File: src/rtl/dttfp_pkg.sv
// shared types, codes and defaults for the decimal text to fixed point converter
package dttfp_pkg;

  // default sizes handed to the top level parameters
  localparam int unsigned IntBitsDef       = 32;
  localparam int unsigned FracBitsDef      = 32;
  localparam int unsigned MaxFracDigitsDef = 9;

  // width of the result magnitude ports
  localparam int unsigned OutW = 32;

  // character codes
  localparam logic [7:0] CharTab      = 8'd9;
  localparam logic [7:0] CharCr       = 8'd13;
  localparam logic [7:0] CharSpace    = 8'd32;
  localparam logic [7:0] CharMinus    = 8'h2d;
  localparam logic [7:0] CharPlus     = 8'h2b;
  localparam logic [7:0] CharPoint    = 8'h2e;
  localparam logic [7:0] CharZero     = 8'h30;
  localparam logic [7:0] CharNine     = 8'h39;
  localparam logic [7:0] CaseBit      = 8'h20;
  localparam logic [7:0] CharLowerA   = 8'h61;
  localparam logic [7:0] CharLowerF   = 8'h66;
  localparam logic [7:0] CharLowerI   = 8'h69;
  localparam logic [7:0] CharLowerN   = 8'h6e;

  // parse phase
  typedef enum logic [2:0] {
    PH_DONE,
    PH_SPACE,
    PH_SIGNED,
    PH_INF,
    PH_NAN,
    PH_INT,
    PH_FRAC
  } phase_e;

  // kind of value in a result beat
  typedef enum logic [1:0] {
    KIND_FINITE,
    KIND_INF,
    KIND_NAN
  } kind_e;

  // one result beat
  typedef struct packed {
    kind_e             kind;
    logic              negative;
    logic [OutW-1:0]   int_part;
    logic [OutW-1:0]   frac_part;
    logic              saturated;
  } result_t;

endpackage

File: src/rtl/decimal_text_to_fixed_point_top.sv
// Decimal text to fixed point converter, streaming one character per beat.
//
// Input channel: char_code_i with first_char_i, handshaked by in_valid_i and
// in_ready_o. A beat with first_char_i high restarts the parse. Leading
// whitespace and one sign are taken, then "inf", "nan" or decimal digits with
// at most one point. The first character that cannot belong to the number
// (NUL included) closes it and produces one result beat; further characters
// are dropped until the next start beat.
// Output channel: value_kind_o, is_negative_o, integer_part_o (saturated),
// fraction_part_o (unsigned Q0.32) and saturated_o, under out_valid_o and
// out_ready_i.
// A closing character is captured in the input register, and its result then
// in the result register. Throughput: one character every cycle while results
// are taken, set by the combinational parse step between the two registers.
// When the receiver stalls, a held result keeps the input register waiting
// and in_ready_o drops once that register is also full.
// Reset clears the parse, so characters are ignored until a start beat.
module decimal_text_to_fixed_point_top #(
  parameter int unsigned INT_BITS        = dttfp_pkg::IntBitsDef,
  parameter int unsigned FRAC_BITS       = dttfp_pkg::FracBitsDef,
  parameter int unsigned MAX_FRAC_DIGITS = dttfp_pkg::MaxFracDigitsDef
) (
  input  logic        clk_i,
  input  logic        rst_ni,
  input  logic        in_valid_i,
  output logic        in_ready_o,
  input  logic [7:0]  char_code_i,
  input  logic        first_char_i,
  output logic        out_valid_o,
  input  logic        out_ready_i,
  output logic [1:0]  value_kind_o,
  output logic        is_negative_o,
  output logic [31:0] integer_part_o,
  output logic [31:0] fraction_part_o,
  output logic        saturated_o
);

  logic               in_valid_q, in_valid_d;
  logic [7:0]         char_q;
  logic               first_q;
  logic               out_valid_q, out_valid_d;
  dttfp_pkg::result_t result_q;
  dttfp_pkg::result_t core_result;
  logic               core_valid;
  logic               step;
  logic               in_fire;

  // handshake: step the parser when the result register can take a beat
  assign step        = in_valid_q && (!out_valid_q || out_ready_i);
  assign in_ready_o  = !in_valid_q || step;
  assign in_fire     = in_valid_i && in_ready_o;
  assign in_valid_d  = in_fire || (in_valid_q && !step);
  assign out_valid_d = (step && core_valid) || (out_valid_q && !out_ready_i);

  dttfp_parse #(
    .INT_BITS        (INT_BITS),
    .FRAC_BITS       (FRAC_BITS),
    .MAX_FRAC_DIGITS (MAX_FRAC_DIGITS)
  ) u_parse (
    .clk_i       (clk_i),
    .rst_ni      (rst_ni),
    .step_i      (step),
    .char_i      (char_q),
    .first_i     (first_q),
    .res_valid_o (core_valid),
    .result_o    (core_result)
  );

  // valid flags
  always_ff @(posedge clk_i or negedge rst_ni) begin
    if (!rst_ni) begin
      in_valid_q  <= 1'b0;
      out_valid_q <= 1'b0;
    end else begin
      in_valid_q  <= in_valid_d;
      out_valid_q <= out_valid_d;
    end
  end

  // input beat register
  always_ff @(posedge clk_i) begin
    if (in_fire) begin
      char_q  <= char_code_i;
      first_q <= first_char_i;
    end
  end

  // result beat register
  always_ff @(posedge clk_i) begin
    if (step && core_valid) begin
      result_q <= core_result;
    end
  end

  assign out_valid_o     = out_valid_q;
  assign value_kind_o    = result_q.kind;
  assign is_negative_o   = result_q.negative;
  assign integer_part_o  = result_q.int_part;
  assign fraction_part_o = result_q.frac_part;
  assign saturated_o     = result_q.saturated;

endmodule

File: src/rtl/dttfp_parse.sv
// parse state machine and digit accumulators, one character per step
module dttfp_parse #(
  parameter int unsigned INT_BITS        = dttfp_pkg::IntBitsDef,
  parameter int unsigned FRAC_BITS       = dttfp_pkg::FracBitsDef,
  parameter int unsigned MAX_FRAC_DIGITS = dttfp_pkg::MaxFracDigitsDef
) (
  input  logic                clk_i,
  input  logic                rst_ni,
  input  logic                step_i,
  input  logic [7:0]          char_i,
  input  logic                first_i,
  output logic                res_valid_o,
  output dttfp_pkg::result_t  result_o
);

  // rounded weights of fraction digits, 2^FRAC_BITS / 10^k
  localparam logic [63:0] FracOne = 64'd1 << FRAC_BITS;
  localparam logic [63:0] W1 = (FracOne + 64'd5) / 64'd10;
  localparam logic [63:0] W2 = (FracOne + 64'd50) / 64'd100;
  localparam logic [63:0] W3 = (FracOne + 64'd500) / 64'd1000;
  localparam logic [63:0] W4 = (FracOne + 64'd5000) / 64'd10000;
  localparam logic [63:0] W5 = (FracOne + 64'd50000) / 64'd100000;
  localparam logic [63:0] W6 = (FracOne + 64'd500000) / 64'd1000000;
  localparam logic [63:0] W7 = (FracOne + 64'd5000000) / 64'd10000000;
  localparam logic [63:0] W8 = (FracOne + 64'd50000000) / 64'd100000000;
  localparam logic [63:0] W9 = (FracOne + 64'd500000000) / 64'd1000000000;
  localparam logic [3:0]  MaxDigits = 4'(MAX_FRAC_DIGITS);

  dttfp_pkg::phase_e     phase_q, phase_d;
  logic [1:0]            letters_q, letters_d;
  logic                  neg_q, neg_d;
  logic [INT_BITS-1:0]   int_q, int_d;
  logic [FRAC_BITS-1:0]  frac_q, frac_d;
  logic [3:0]            cnt_q, cnt_d;
  logic                  ovf_q, ovf_d;

  // state as seen by this character, a start beat restarts everything
  dttfp_pkg::phase_e     eff_phase;
  logic [1:0]            eff_letters;
  logic                  eff_neg;
  logic [INT_BITS-1:0]   eff_int;
  logic [FRAC_BITS-1:0]  eff_frac;
  logic [3:0]            eff_cnt;
  logic                  eff_ovf;

  logic [7:0]            lower;
  logic                  is_ws, is_minus, is_plus, is_digit, is_point, is_i, is_n;
  logic [3:0]            digit;
  logic [7:0]            want;
  logic                  word_hit, last_letter;

  logic [INT_BITS+3:0]   int_sum;
  logic [FRAC_BITS-1:0]  frac_weight;
  logic [FRAC_BITS+4:0]  frac_sum;

  always_comb begin
    if (first_i) begin
      eff_phase   = dttfp_pkg::PH_SPACE;
      eff_letters = '0;
      eff_neg     = 1'b0;
      eff_int     = '0;
      eff_frac    = '0;
      eff_cnt     = '0;
      eff_ovf     = 1'b0;
    end else begin
      eff_phase   = phase_q;
      eff_letters = letters_q;
      eff_neg     = neg_q;
      eff_int     = int_q;
      eff_frac    = frac_q;
      eff_cnt     = cnt_q;
      eff_ovf     = ovf_q;
    end
  end

  // character classes
  assign lower    = char_i | dttfp_pkg::CaseBit;
  assign is_ws    = ((char_i >= dttfp_pkg::CharTab) && (char_i <= dttfp_pkg::CharCr)) ||
                    (char_i == dttfp_pkg::CharSpace);
  assign is_minus = (char_i == dttfp_pkg::CharMinus);
  assign is_plus  = (char_i == dttfp_pkg::CharPlus);
  assign is_point = (char_i == dttfp_pkg::CharPoint);
  assign is_digit = (char_i >= dttfp_pkg::CharZero) && (char_i <= dttfp_pkg::CharNine);
  assign digit    = 4'(char_i - dttfp_pkg::CharZero);
  assign is_i     = (lower == dttfp_pkg::CharLowerI);
  assign is_n     = (lower == dttfp_pkg::CharLowerN);

  // next letter expected in the inf or nan word
  always_comb begin
    want = dttfp_pkg::CharLowerI;
    if (eff_phase == dttfp_pkg::PH_NAN) begin
      unique case (eff_letters)
        2'd0:    want = dttfp_pkg::CharLowerN;
        2'd1:    want = dttfp_pkg::CharLowerA;
        default: want = dttfp_pkg::CharLowerN;
      endcase
    end else begin
      unique case (eff_letters)
        2'd0:    want = dttfp_pkg::CharLowerI;
        2'd1:    want = dttfp_pkg::CharLowerN;
        default: want = dttfp_pkg::CharLowerF;
      endcase
    end
  end

  assign word_hit    = (eff_letters != 2'd3) && (lower == want);
  assign last_letter = (eff_letters == 2'd2);

  // integer digit: times ten plus digit
  assign int_sum = (INT_BITS+4)'({eff_int, 3'b000}) + (INT_BITS+4)'({eff_int, 1'b0}) +
                   (INT_BITS+4)'(digit);

  // weight of the next fraction digit
  always_comb begin
    unique case (eff_cnt)
      4'd0:    frac_weight = W1[FRAC_BITS-1:0];
      4'd1:    frac_weight = W2[FRAC_BITS-1:0];
      4'd2:    frac_weight = W3[FRAC_BITS-1:0];
      4'd3:    frac_weight = W4[FRAC_BITS-1:0];
      4'd4:    frac_weight = W5[FRAC_BITS-1:0];
      4'd5:    frac_weight = W6[FRAC_BITS-1:0];
      4'd6:    frac_weight = W7[FRAC_BITS-1:0];
      4'd7:    frac_weight = W8[FRAC_BITS-1:0];
      4'd8:    frac_weight = W9[FRAC_BITS-1:0];
      default: frac_weight = '0;
    endcase
  end

  assign frac_sum = {5'b00000, eff_frac} +
                    {1'b0, (FRAC_BITS+4)'(frac_weight) * (FRAC_BITS+4)'(digit)};

  // next phase
  always_comb begin
    dttfp_pkg::phase_e num_next, start_next;
    if (is_digit) begin
      num_next = (eff_phase == dttfp_pkg::PH_FRAC) ? dttfp_pkg::PH_FRAC : dttfp_pkg::PH_INT;
    end else if (is_point && (eff_phase != dttfp_pkg::PH_FRAC)) begin
      num_next = dttfp_pkg::PH_FRAC;
    end else begin
      num_next = dttfp_pkg::PH_DONE;
    end
    if (is_i) begin
      start_next = dttfp_pkg::PH_INF;
    end else if (is_n) begin
      start_next = dttfp_pkg::PH_NAN;
    end else begin
      start_next = num_next;
    end
    phase_d = phase_q;
    if (step_i) begin
      unique case (eff_phase)
        dttfp_pkg::PH_SPACE: begin
          if (is_ws) begin
            phase_d = dttfp_pkg::PH_SPACE;
          end else if (is_minus || is_plus) begin
            phase_d = dttfp_pkg::PH_SIGNED;
          end else begin
            phase_d = start_next;
          end
        end
        dttfp_pkg::PH_SIGNED: phase_d = start_next;
        dttfp_pkg::PH_INF, dttfp_pkg::PH_NAN: begin
          if (word_hit && !last_letter) begin
            phase_d = eff_phase;
          end else begin
            phase_d = dttfp_pkg::PH_DONE;
          end
        end
        dttfp_pkg::PH_INT, dttfp_pkg::PH_FRAC: phase_d = num_next;
        default: phase_d = dttfp_pkg::PH_DONE;
      endcase
    end
  end

  // accumulators and result
  always_comb begin
    logic in_number, at_start;
    in_number = (eff_phase == dttfp_pkg::PH_SPACE) || (eff_phase == dttfp_pkg::PH_SIGNED) ||
                (eff_phase == dttfp_pkg::PH_INT) || (eff_phase == dttfp_pkg::PH_FRAC);
    at_start  = (eff_phase == dttfp_pkg::PH_SPACE) || (eff_phase == dttfp_pkg::PH_SIGNED);

    letters_d = letters_q;
    neg_d     = neg_q;
    int_d     = int_q;
    frac_d    = frac_q;
    cnt_d     = cnt_q;
    ovf_d     = ovf_q;
    if (step_i) begin
      letters_d = eff_letters;
      neg_d     = eff_neg;
      int_d     = eff_int;
      frac_d    = eff_frac;
      cnt_d     = eff_cnt;
      ovf_d     = eff_ovf;
      if ((eff_phase == dttfp_pkg::PH_SPACE) && is_minus) begin
        neg_d = 1'b1;
      end
      if (at_start && (is_i || is_n)) begin
        letters_d = 2'd1;
      end
      if (((eff_phase == dttfp_pkg::PH_INF) || (eff_phase == dttfp_pkg::PH_NAN)) && word_hit) begin
        letters_d = 2'(eff_letters + 2'd1);
      end
      if (in_number && is_digit) begin
        if (eff_phase == dttfp_pkg::PH_FRAC) begin
          if (eff_cnt < MaxDigits) begin
            cnt_d  = 4'(eff_cnt + 4'd1);
            frac_d = (|frac_sum[FRAC_BITS+4:FRAC_BITS]) ? '1 : frac_sum[FRAC_BITS-1:0];
          end
        end else if (|int_sum[INT_BITS+3:INT_BITS]) begin
          int_d = '1;
          ovf_d = 1'b1;
        end else begin
          int_d = int_sum[INT_BITS-1:0];
        end
      end
    end

    res_valid_o = step_i && (eff_phase != dttfp_pkg::PH_DONE) &&
                  (phase_d == dttfp_pkg::PH_DONE);
    result_o.kind       = dttfp_pkg::KIND_FINITE;
    result_o.negative   = eff_neg;
    result_o.int_part   = '0;
    result_o.int_part[INT_BITS-1:0] = eff_int;
    result_o.frac_part  = '0;
    result_o.frac_part[dttfp_pkg::OutW-1 -: FRAC_BITS] = '0;
    result_o.frac_part[FRAC_BITS-1:0] = eff_frac;
    result_o.saturated  = eff_ovf;
    if (word_hit && (eff_phase == dttfp_pkg::PH_INF)) begin
      result_o.kind      = dttfp_pkg::KIND_INF;
      result_o.int_part  = '0;
      result_o.frac_part = '0;
      result_o.saturated = 1'b0;
    end else if (word_hit && (eff_phase == dttfp_pkg::PH_NAN)) begin
      result_o.kind      = dttfp_pkg::KIND_NAN;
      result_o.negative  = 1'b0;
      result_o.int_part  = '0;
      result_o.frac_part = '0;
      result_o.saturated = 1'b0;
    end
  end

  // state registers
  always_ff @(posedge clk_i or negedge rst_ni) begin
    if (!rst_ni) begin
      phase_q   <= dttfp_pkg::PH_DONE;
      letters_q <= '0;
      neg_q     <= 1'b0;
      int_q     <= '0;
      frac_q    <= '0;
      cnt_q     <= '0;
      ovf_q     <= 1'b0;
    end else begin
      phase_q   <= phase_d;
      letters_q <= letters_d;
      neg_q     <= neg_d;
      int_q     <= int_d;
      frac_q    <= frac_d;
      cnt_q     <= cnt_d;
      ovf_q     <= ovf_d;
    end
  end

endmodule

File: config.mk
export PLATFORM = sky130hd
export DESIGN_NAME = decimal_text_to_fixed_point_top
export DESIGN_NICKNAME = d
export VERILOG_FILES = /design/src/rtl/dttfp_pkg.sv /design/src/rtl/decimal_text_to_fixed_point_top.sv /design/src/rtl/dttfp_parse.sv
export SDC_FILE = /design/constraint.sdc
export NUM_CORES = 1
export LEC_CHECK = 0
export BUFFER_PORTS_ARGS = -buffer_cell sky130_fd_sc_hd__buf_4
export CAP_MARGIN = 20
export CORE_MARGIN = 2
export CORE_UTILIZATION = 60
export DETAILED_ROUTE_END_ITERATION = 12
export MAX_ROUTING_LAYER = met4
export PLACE_DENSITY = 0.8
export SETUP_SLACK_MARGIN = 0.15
export SYNTH_ARGS = -nofsm -noshare
export SYNTH_HDL_FRONTEND = slang
export SYNTH_SLANG_ARGS = --single-unit
File: constraint.sdc
create_clock -name clk_i -period 11.8 [get_ports clk_i]
set_input_delay 2.36 -clock clk_i [delete_from_list [all_inputs] [get_ports clk_i]]
set_output_delay 2.36 -clock clk_i [all_outputs]
set_load 0.005 [all_outputs]
==> impl_metrics.csv <==
group,metric,value,unit
routing,firstDrtPassIters,5,
synthesis,ys_warn_count,0,
critical_path,critPathMaxFanout,60,
clock_network,cts_tree,"built",
clock_network,max-clock-path-buffers,2,
sta,finalHoldViolCount,0,
routing,drc,0,
critical_path,slowest_stage,"a311oi_1",
critical_path,crit_family,"compound AO/OA/AOI/OAI gates",
synthesis,syn_nets,1678,
layout,final_common_cell,"nand2_1",
critical_path,cp.buffers_inverters,5,
sta,setup_viol,0,
routing,wl_met2,15.7,mm
floorplanning,start_util,0.614,
clock_network,cts_setup_buffers,0,
clock_network,root_buffer,"clkbuf_16",
placement,dp_hpwl,24.9,mm
clock_network,clock_latency,0.44,ns
routing,vias,11000,
floorplanning,boundaryPins,83,
clock_network,cts_resized,0,
critical_path,arrival,8.25,ns
routing,wl_per_cell,19.0,um
global_routing,grt_pass1_wl,55.8,mm
sta,timing.setup.tns,0,ns
clock_network,hold_buffers,0,
routing,wl_met1,15.4,mm
critical_path,cp-end-kind,"flop",
layout,fillers,1677,
run,drv_cap,0,
floorplanning,fp.coreArea,22000,sq um
routing,highest_layer,"met4",
synthesis,ys_seq_area_frac,0.315,
sta,layout_min_cycle_time,7.93,ns
sta,period_share,0.672,
routing,met3_length,2.48,mm
clock_network,clk_pin_slew,0.07,ns
global_routing,grtUsageTotal,0.306,
floorplanning,rows,54,
placement,gp_congestion,0.940,
sta,maxSlewViolCount,0,
clock_network,cts_max_level,4,
power,p_per_area,101,nW/um^2
sta,holdWs,0.468,ns
power,total_power,0.00151,W
floorplanning,die_y,154,um
sta,fin_skew,0.0102,ns
floorplanning,die_area,23700,sq um
sta,worstMarginPinSlew,0.985,ns
layout,final_cell_mix,"156 x nand2_1, 155 x inv_1, 128 x ha_1",
sta,grt_setup_unrepaired,"false",
routing,drt_iter0_markers,1096,
clock_network,numCtsBuffers,17,
clock_network,cts.sinks,154,
global_routing,grt_start_max_net_pins,61,
placement,placed_area,14300,sq um
critical_path,worstSetupPathType,"reg2reg",
synthesis,synthArstFlopShare,0.500,
layout,layout-drive-gt1-share,0.0945,
layout,n_antenna_cell,0,
global_routing,antenna_found_initial,0,
global_routing,first_global_vias,10800,
synthesis,netlist_area,13500,sq um
layout,stdcell_area,14900,sq um
sta,fmax,0.126,GHz
floorplanning,die_x,154,um
synthesis,synthFlopType,"edfxtp_1",
placement,portBuffers,82,
routing,drtAntennaViolNets,0,
routing,routed_wl,34.2,mm
layout,area_growth,10.7,%
synthesis,synth-seq-cells,154,
synthesis,synth-edff-count,77,
sta,slew_headroom,0.343,
critical_path,crit_chain,"buf_4 -> inv_1 -> nand2_1 -> inv_1 -> ha_1 -> a211oi_1 -> o21ai_0 -> fa_1 -> fa_1 -> fa_1 -> inv_1 -> ha_1 -> nor2b_1 -> o21a_1 -> a311oi_1 -> a211oi_1 -> o21ai_0 -> and2_1 -> a31oi_2 -> buf_4 -> and2_1 -> a221o_1",
min_path,hold_path.class,"reg2reg",
critical_path,crit_path_max_incr_delay,0.73,ns
global_routing,grt_overflow,0,
critical_path,startpoint_type,"flop",
run_status,status,"finished clean",
critical_path,reg2reg_slack,3.87,ns
synthesis,ys_types,72,
power,peakVddDrop,0.0000951,V
synthesis,syn_avg_cell_area,9.24,sq um
layout,fin_nets,1730,
critical_path,required,12.12,ns
synthesis,netlist_instances,1459,
power,p_leak,7.46,nW
routing,drt-vias-per-instance,6.11,
## Yosys cell counts, types with 4 or more instances
master	number	area (sq um)
o22a_1	4	35.0
nor3_1	22	110
nor2_1	78	293
clkbuf_1	55	206
a221o_1	34	340
dfrtp_1	77	1930
nand2b_1	8	50.1
o21ai_1	4	20.0
or3_1	6	37.5
ha_1	128	1600
nor2b_1	61	382
o21ai_0	60	300
a21o_1	27	203
or2_2	6	37.5
o21a_1	9	67.6
a211oi_1	11	82.6
edfxtp_1	77	2310
o31ai_1	10	75.1
xnor2_1	32	280
o21bai_1	11	82.6
o22ai_1	4	25.0
nor4_1	7	43.8
nand4_1	9	56.3
xor2_1	20	175
and3_1	28	175
mux2i_1	5	50.1
a21oi_1	71	355
nand2_1	156	586
nand3_1	26	130
fa_1	78	1560
inv_1	155	582
a31oi_1	14	87.6
a211o_1	5	43.8
and2_1	100	626
## registers in the layout, indices dropped and copies added (netlist names), 2 cells and up
register           count
fraction_part_o       32
integer_part_o        32
u_parse.frac_q        32
u_parse.int_q         32
char_q                 8
u_parse.cnt_q          4
u_parse.phase_q        3
u_parse.letters_q      2
value_kind_o           2
## layer usage
layer  track usage  vias to the layer above
met5             -                        -
met4        0.0970                        0
met3        0.0428                       54
met2         0.463                      455
met1         0.430                     5372
li1              -                     5141
## final timing paths
kind / startpoint / endpoint / cells after the start
hold reg to reg: u_parse.phase_q[1] / u_parse.phase_q[1] / 1
setup / recovery: first_q / u_parse.frac_q[15] / 22
hold / removal: u_parse.phase_q[1] / u_parse.phase_q[1] / 1
min in group asynchronous: rst_ni / u_parse.int_q[22] / 1
setup reg to reg: first_q / u_parse.frac_q[15] / 22
max in group asynchronous: rst_ni / u_parse.frac_q[17] / 2
## worst register-to-register path, stage by stage (launching register included)
cell,delay (ns)
edfxtp_1,0.32
buf_4,0.60
inv_1,0.50
nand2_1,0.37
inv_1,0.18
ha_1,0.25
a211oi_1,0.33
o21ai_0,0.18
fa_1,0.55
fa_1,0.52
fa_1,0.52
inv_1,0.04
ha_1,0.32
nor2b_1,0.16
o21a_1,0.19
a311oi_1,0.73
a211oi_1,0.25
o21ai_0,0.38
and2_1,0.23
a31oi_2,0.27
buf_4,0.31
and2_1,0.30
a221o_1,0.31
## stage by stage
stage	instances	setup WS [ns]	utilization
after detailed placement	1772	4.02	0.653
after global placement	1772	4.27	0.653
final	1804	3.87	0.680
after floorplan	1459	1.35	-
after global routing	1804	3.51	0.680
after CTS	1804	3.95	0.680
## report_power, final
| group | total [W] | internal (W) | leakage (nW) | switching, W |
|---|---|---|---|---|
| logic | 0.000344 | 0.000131 | 5.35 | 0.000213 |
| registers | 0.000596 | 0.000585 | 1.82 | 0.0000113 |
| clock network | 0.000568 | 0.000317 | 0.287 | 0.000251 |
| total | 0.00151 | 0.00103 | 7.46 | 0.000475 |
## cells by family (layout without fill, tap and decap cells)
kind of cell / Yosys count / count (layout) / synth area share
and+or+nand+nor: 522 / 522 / 0.197
adders and majority gates: 206 / 206 / 0.235
muxes: 5 / 5 / 0.00371
buffers and inverters: 217 / 282 / 0.0613
DFF: 154 / 154 / 0.315
AOI/OAI and AO/OA: 303 / 303 / 0.155
xor gates and xnor gates: 52 / 52 / 0.0338
## cell type report
cell class / count / area [sq um] / area share
Clock inverter: 14 / 160 / 0.0107
Timing Repair Buffer: 94 / 706 / 0.0473
Clock buffer: 18 / 429 / 0.0288
Multi-Input combinational cell: 1088 / 8450 / 0.566
Tap cell: 280 / 350 / 0.0235
Inverter: 156 / 586 / 0.0392
Sequential cell: 154 / 4240 / 0.284
Note: power is estimated with default switching activity, not from simulation.
